===== config.mk =====
export PLATFORM = sky130hd
export DESIGN_NAME = tagged_scalar_field_encoder_core
export DESIGN_NICKNAME = d
export VERILOG_FILES = /design/src/sv/tsfe_pkg.sv /design/src/sv/tagged_scalar_field_encoder_core.sv /design/src/sv/tsfe_encode.sv /design/src/sv/tsfe_serial.sv
export SDC_FILE = /design/constraint.sdc
export NUM_CORES = 1
export LEC_CHECK = 0
export BUFFER_PORTS_ARGS = -buffer_cell sky130_fd_sc_hd__buf_4
export CAP_MARGIN = 20
export CORE_AREA = 4 4 131 133
export DETAILED_ROUTE_END_ITERATION = 6
export DIE_AREA = 0 0 135 137
export GPL_TIMING_DRIVEN = 0
export PLACE_DENSITY = 0.67
export SYNTH_ARGS = -nofsm -noshare
export SYNTH_HDL_FRONTEND = slang
export SYNTH_SLANG_ARGS = --single-unit

===== constraint.sdc =====
create_clock -name clk -period 7.7 [get_ports clk]
set_input_delay 0.385 -clock clk [delete_from_list [all_inputs] [get_ports clk]]
set_output_delay 0.385 -clock clk [all_outputs]
set_load 0.01 [all_outputs]

===== src/sv/tsfe_pkg.sv =====
// tsfe_pkg: shared types and constants of the tagged scalar field encoder
// no dependencies; imported by tsfe_encode, tsfe_serial and the top level
package tsfe_pkg;

	localparam int TAG_W      = 16;
	localparam int KIND_W     = 3;
	localparam int RAW_W      = 64;
	localparam int BYTE_W     = 8;
	localparam int MAX_BYTES  = 10;
	localparam int FRAME_W    = MAX_BYTES * BYTE_W;
	localparam int COUNT_W    = $clog2(MAX_BYTES + 1);
	localparam int IN_DATA_W  = ((TAG_W + KIND_W + RAW_W + 7) / 8) * 8;

	localparam logic [7:0] LONG_TAG_MARK   = 8'hF0;
	localparam logic [7:0] SHORT_TAG_LIMIT = 8'd15;

	// value kinds on the input
	typedef enum logic [KIND_W-1:0] {
		KIND_U8     = 3'd0,
		KIND_S16    = 3'd1,
		KIND_S32    = 3'd2,
		KIND_S64    = 3'd3,
		KIND_FLOAT  = 3'd4,
		KIND_DOUBLE = 3'd5
	} kind_t;

	// type codes in the head byte
	typedef enum logic [3:0] {
		TYPE_BYTE   = 4'd0,
		TYPE_SHORT  = 4'd1,
		TYPE_INT    = 4'd2,
		TYPE_LONG   = 4'd3,
		TYPE_FLOAT  = 4'd4,
		TYPE_DOUBLE = 4'd5,
		TYPE_ZERO   = 4'd12
	} type_code_t;

	typedef struct packed {
		logic [TAG_W-1:0]  field_tag;
		logic [KIND_W-1:0] value_kind;
		logic [RAW_W-1:0]  raw_value;
	} field_t;

	// encoded field: bytes in send order from the lowest bits up
	typedef struct packed {
		logic [FRAME_W-1:0] frame;
		logic [COUNT_W-1:0] count;
		logic               tag_error;
	} frame_t;

endpackage


===== src/sv/tagged_scalar_field_encoder_core.sv =====
// tagged_scalar_field_encoder_core: top level of the tagged scalar field encoder
// depends on tsfe_pkg, tsfe_encode and tsfe_serial
//
// channel  | dir | tdata                                   | tlast      | tuser
// s_axis   | in  | field_tag, value_kind, raw_value (88b)  | -          | -
// m_axis   | out | out_byte (8b)                           | last_byte  | tag_error
//
// a field is held in the input register, then sent as one word per encoded byte:
// 1 to 10 words per field, one byte per cycle from the output register unless it is stalled
// the next field is taken while the current one is still being sent
// reset clears the valid flags only; the data registers hold no reset
// a stalled output holds its word; input stalls only once both stages are full
module tagged_scalar_field_encoder_core
	import tsfe_pkg::*;
(
	input  logic                 clk,
	input  logic                 arst_n,
	// input word
	input  logic                 s_axis_tvalid,
	output logic                 s_axis_tready,
	// field_tag [15:0], value_kind [18:16], raw_value [82:19], zero pad [87:83]
	input  logic [IN_DATA_W-1:0] s_axis_tdata,
	// result word
	output logic                 m_axis_tvalid,
	input  logic                 m_axis_tready,
	// out_byte [7:0]
	output logic [BYTE_W-1:0]    m_axis_tdata,
	// last_byte of the field
	output logic                 m_axis_tlast,
	// tag_error [0]
	output logic                 m_axis_tuser
);

	field_t field_s1;
	logic   valid_s1;
	frame_t enc;
	logic   load_ready;
	logic   load;

	// the input register moves on whenever the frame register can take it
	assign load          = valid_s1 && load_ready;
	assign s_axis_tready = !valid_s1 || load_ready;

	always_ff @(posedge clk or negedge arst_n) begin
		if (!arst_n) begin
			valid_s1 <= 1'b0;
		end else if (s_axis_tready) begin
			valid_s1 <= s_axis_tvalid;
		end
	end

	always_ff @(posedge clk) begin
		if (s_axis_tready && s_axis_tvalid) begin
			field_s1.field_tag  <= s_axis_tdata[TAG_W-1:0];
			field_s1.value_kind <= s_axis_tdata[TAG_W+KIND_W-1:TAG_W];
			field_s1.raw_value  <= s_axis_tdata[TAG_W+KIND_W+RAW_W-1:TAG_W+KIND_W];
		end
	end

	// head, tag and payload bytes built straight from the input register
	tsfe_encode u_encode (
		.field (field_s1),
		.enc   (enc)
	);

	tsfe_serial u_serial (
		.clk           (clk),
		.arst_n        (arst_n),
		.load          (load),
		.enc           (enc),
		.load_ready    (load_ready),
		.m_axis_tvalid (m_axis_tvalid),
		.m_axis_tready (m_axis_tready),
		.m_axis_tdata  (m_axis_tdata),
		.m_axis_tlast  (m_axis_tlast),
		.m_axis_tuser  (m_axis_tuser)
	);

endmodule


===== src/sv/tsfe_encode.sv =====
// tsfe_encode: combinational encoding of one scalar field into a byte frame
// depends on tsfe_pkg
module tsfe_encode
	import tsfe_pkg::*;
(
	input  field_t field,
	output frame_t enc
);

	logic [RAW_W-1:0]   s_val;
	logic [RAW_W-1:0]   payload;
	type_code_t         type_code;
	logic [3:0]         nbytes;
	logic               fits32;
	logic               fits16;
	logic               fits8;
	logic               short_tag;
	logic [BYTE_W-1:0]  head0;
	logic               bad;

	always_comb begin
		unique case (field.value_kind)
			KIND_U8:  s_val = {56'd0, field.raw_value[7:0]};
			KIND_S16: s_val = {{48{field.raw_value[15]}}, field.raw_value[15:0]};
			KIND_S32: s_val = {{32{field.raw_value[31]}}, field.raw_value[31:0]};
			default:  s_val = field.raw_value;
		endcase
	end

	// signed range checks: upper bits all copies of the sign
	assign fits32 = (&s_val[63:31]) | ~(|s_val[63:31]);
	assign fits16 = (&s_val[63:15]) | ~(|s_val[63:15]);
	assign fits8  = (&s_val[63:7])  | ~(|s_val[63:7]);

	always_comb begin
		payload = s_val;
		priority if (field.value_kind == KIND_FLOAT) begin
			type_code = TYPE_FLOAT;
			nbytes    = 4'd4;
			payload   = {32'd0, field.raw_value[31:0]};
		end else if (field.value_kind == KIND_DOUBLE) begin
			type_code = TYPE_DOUBLE;
			nbytes    = 4'd8;
			payload   = field.raw_value;
		end else if (field.value_kind >= KIND_S64 && !fits32) begin
			type_code = TYPE_LONG;
			nbytes    = 4'd8;
		end else if (field.value_kind >= KIND_S32 && !fits16) begin
			type_code = TYPE_INT;
			nbytes    = 4'd4;
		end else if (field.value_kind >= KIND_S16 && !fits8) begin
			type_code = TYPE_SHORT;
			nbytes    = 4'd2;
		end else if (s_val[7:0] == 8'd0) begin
			type_code = TYPE_ZERO;
			nbytes    = 4'd0;
		end else begin
			type_code = TYPE_BYTE;
			nbytes    = 4'd1;
		end
	end

	assign bad       = (field.field_tag[15:8] != 8'd0) || (field.value_kind > KIND_DOUBLE);
	assign short_tag = field.field_tag[7:0] < SHORT_TAG_LIMIT;
	assign head0     = short_tag ? {field.field_tag[3:0], type_code}
	                             : (LONG_TAG_MARK | {4'd0, type_code});

	always_comb begin
		enc.tag_error = bad;
		if (bad) begin
			enc.frame = '0;
			enc.count = COUNT_W'(1);
		end else if (short_tag) begin
			enc.frame = {8'd0, payload, head0};
			enc.count = COUNT_W'(nbytes) + COUNT_W'(1);
		end else begin
			enc.frame = {payload, field.field_tag[7:0], head0};
			enc.count = COUNT_W'(nbytes) + COUNT_W'(2);
		end
	end

endmodule


===== src/sv/tsfe_serial.sv =====
// tsfe_serial: frame register that sends an encoded field one byte per word
// depends on tsfe_pkg
module tsfe_serial
	import tsfe_pkg::*;
(
	input  logic              clk,
	input  logic              arst_n,
	input  logic              load,
	input  frame_t            enc,
	output logic              load_ready,
	output logic              m_axis_tvalid,
	input  logic              m_axis_tready,
	output logic [BYTE_W-1:0] m_axis_tdata,
	output logic              m_axis_tlast,
	output logic              m_axis_tuser
);

	logic [FRAME_W-1:0] frame_q;
	logic [COUNT_W-1:0] left_q;
	logic               err_q;
	logic               take;

	assign m_axis_tvalid = left_q != '0;
	assign m_axis_tlast  = left_q == COUNT_W'(1);
	assign m_axis_tdata  = frame_q[BYTE_W-1:0];
	assign m_axis_tuser  = err_q;
	assign take          = m_axis_tvalid && m_axis_tready;
	// free now, or the final byte leaves this cycle
	assign load_ready    = !m_axis_tvalid || (take && m_axis_tlast);

	always_ff @(posedge clk or negedge arst_n) begin
		if (!arst_n) begin
			left_q <= '0;
		end else if (load) begin
			left_q <= enc.count;
		end else if (take) begin
			left_q <= left_q - COUNT_W'(1);
		end
	end

	always_ff @(posedge clk) begin
		if (load) begin
			frame_q <= enc.frame;
			err_q   <= enc.tag_error;
		end else if (take) begin
			frame_q <= frame_q >> BYTE_W;
		end
	end

endmodule


==> flow_metrics.tcl <==
set metrics [dict create \
    worst_pin_slew_ns 0.6681 \
    hold_viol_final 0 \
    power_per_cell_area_mw_per_mm2 313.2 \
    fin_util_pct 59.96 \
    crit_path_cell_trace "or4_4 -> o31ai_2 -> nand4_2 -> nor3_1 -> nor2_1 -> nor3_1 -> ha_1 -> a221oi_1 -> o31ai_2" \
    clock_path_buffers 2 \
    dieArea_sq_mm 0.01850 \
    ctsHoldBuffers 1 \
    grt_max_degree 71 \
    placed_cell_area_sq_mm 0.008881 \
    clkLatencyLatePin_ns 0.42 \
    drt_first_pass_iters 5 \
    critPathBufInv 0 \
    cp-end-kind "register" \
    placedCellCount 957 \
    antenna_found_initial 0 \
    ant_nets 0 \
    dp_hpwl_um 14840 \
    nets 857 \
    worstSetupStartpointType "register" \
    path_class "reg2reg" \
    period_share_pct 41.44 \
    cp_max_fo 4 \
    synthesis.nets 737 \
    num_vias 5983 \
    clock_skew_ns 0.01009 \
    synth_area_sq_mm 0.007821 \
    ys_seq_area_share_pct 64.57 \
    outcome "finished, final reports clean" \
    power.share.switching_pct 29.91 \
    wl_um 20510 \
    maxCapViolations 0 \
    ys_ff_latch 169 \
    slew_headroom_pct 54.31 \
    syn_to_final_growth_pct 21.34 \
    gp_congestion 0.9691 \
    yosysTopAreaCell "edfxtp_1" \
    synth.most_common_cell "edfxtp_1" \
    ctsResizeCount 0 \
    cts_tree "built" \
    clkPwrFrac_pct 29.3 \
    fin_area_sq_mm 0.009490 \
    clk_pin_slew_worst_paths_ns 0.07 \
    hold_class "in2reg" \
    io_buffers 98 \
    layout.cells.non_filler 990 \
    die_w_um 135 \
    switchingPower_mw 0.8890 \
    die-height_um 137 \
    slew_viol_final 0 \
    diodes 0 \
    grt.total_usage_pct 22.69 \
    via_per_inst 6.043 \
    drive_above_1_share_pct 20.28 \
    post_cts_buffers 0 \
    critPathRequiredTime_ns 7.99 \
    internal_power_mw 2.083 \
    drt_iter0_drc 699 \
    power_frac_seq_pct 48.8 \
    synth_cell_type_count 55 \
    root_buffer "clkbuf_16" \
    drc_errors 0 \
    numCtsBuffers 17 \
    critPathTopFamily "simple AND/OR/NAND/NOR gates" \
    grt_setup_unrepaired "false" \
    ios 104 \
    clock-sinks 169 \
    syn_area_per_cell_sq_um 12.20 \
    htreeDepth 4 \
    arrival_ns 3.48 \
    synth_area_leaders "edfxtp_1 (63%), nand2_1 (4.3%), o21ai_0 (3.5%), a21o_1 (2.7%), a311oi_1 (2.0%)" \
    wl_per_cell_um 20.72 \
    critPathMaxStageDelay_ns 0.58 \
    rows 46 \
    p_comb_share_pct 22.0 \
    synth_edf_count 164 \
    grt_pass1_vias 5769 \
    synth_commonest_cells "edfxtp_1 (164), nand2_1 (89), o21ai_0 (55)" \
    netlist_instances 641 \
    tns_ns 0 \
    vdd_drop_max_mv 0.2162 \
    synthArstFlopShare_pct 2.959 \
    yosys_warnings 0 \
    crit_slowest_cell "or4_4" \
    hold_ws_ns 0.1313 \
    p_leak_nw 3.558 \
    synthFlopType "edfxtp_1" \
    synth_top_area_share_pct 62.97 \
    setup_viol 0 \
    grt-ovfl-total 0 \
    core_area_sq_mm 0.01583 \
    grt_pass1_wl_um 31700 \
    fmax_mhz 313.4 \
    start_util_pct 49.42 \
    min_period_ns 3.191 \
]
==> cell families (layout without fill, tap and decap cells) <==
group	after synthesis	count (layout)	share of synthesized area (%)
AOI/OAI and AO/OA	185	185	16.77
muxes	16	16	2.064
adders and majority gates	4	4	0.6399
buffers and inverters	56	189	3.231
xor gates and xnor gates	2	2	0.2240
DFF	169	169	64.57
and+or+nand+nor	209	209	12.51
==> state kept, by name, indices dropped and copies added, names as in the netlist <==
name / cells
u_serial.frame_q: 80
u_serial.m_axis_tuser: 1
field_s1: 83
valid_s1: 1
u_serial.left_q: 4
==> area by class of cell <==
class	instances	area (sq um)
repair buffers	101	793.3
fillers	1303	6337
plain buffers	52	237.7
flip-flops and latches	169	5050
multi-input cells	416	2525
well taps	216	270.3
clock inverters	14	170.2
clock buffers	18	429.2
inverters	4	15.01
==> through the flow <==
step,power [mW],setup slack [ns]
6_report,2.972,4.509
2_1_floorplan,1.836,4.248
3_5_place_dp,2.105,4.523
3_3_place_gp,2.085,3.614
4_1_cts,2.975,4.517
5_1_grt,3.104,4.307
==> placed cells by master, fill, tap and decap left out, drive strengths merged, types with 16 or more instances in the layout <==
cell and n:
a21o 28, buf 119, clkbuf 51, nor4 17, edfxtp 164, o21ai 55, a21oi 23, nand2 89
nor2 38, a311oi 18, nor3 16
==> final timing paths <==
path,start,to,slack [ns],cells after the start
setup / recovery,field_s1[56],u_serial.left_q[2],4.51,9
hold / removal,s_axis_tdata[80],field_s1[61],0.13,1
setup reg to reg,field_s1[56],u_serial.left_q[2],4.51,9
hold reg to reg,u_serial.frame_q[35],u_serial.frame_q[27],0.52,2
max in group asynchronous,arst_n,valid_s1,7.29,2
min in group asynchronous,arst_n,u_serial.left_q[3],0.30,2
==> per-layer routing <==
layer  vias to the layer above  GRT usage (%)  part of all wire (%)
li1                       2737              -                     -
met1                      2899          32.54                    44
met2                       319          34.38                    46
met3                        28          5.515                   8.1
met4                         0          7.223                   2.0
met5                         -              0                     0
==> power by group through the flow <==
stage,clock network (mW),registers [mW],logic [mW]
2_1_floorplan,0,1.41,0.425
3_3_place_gp,0,1.47,0.612
3_5_place_dp,0,1.46,0.645
4_1_cts,0.881,1.45,0.649
5_1_grt,0.920,1.47,0.716
6_report,0.871,1.45,0.653
Note: power is estimated with default switching activity, not from simulation.
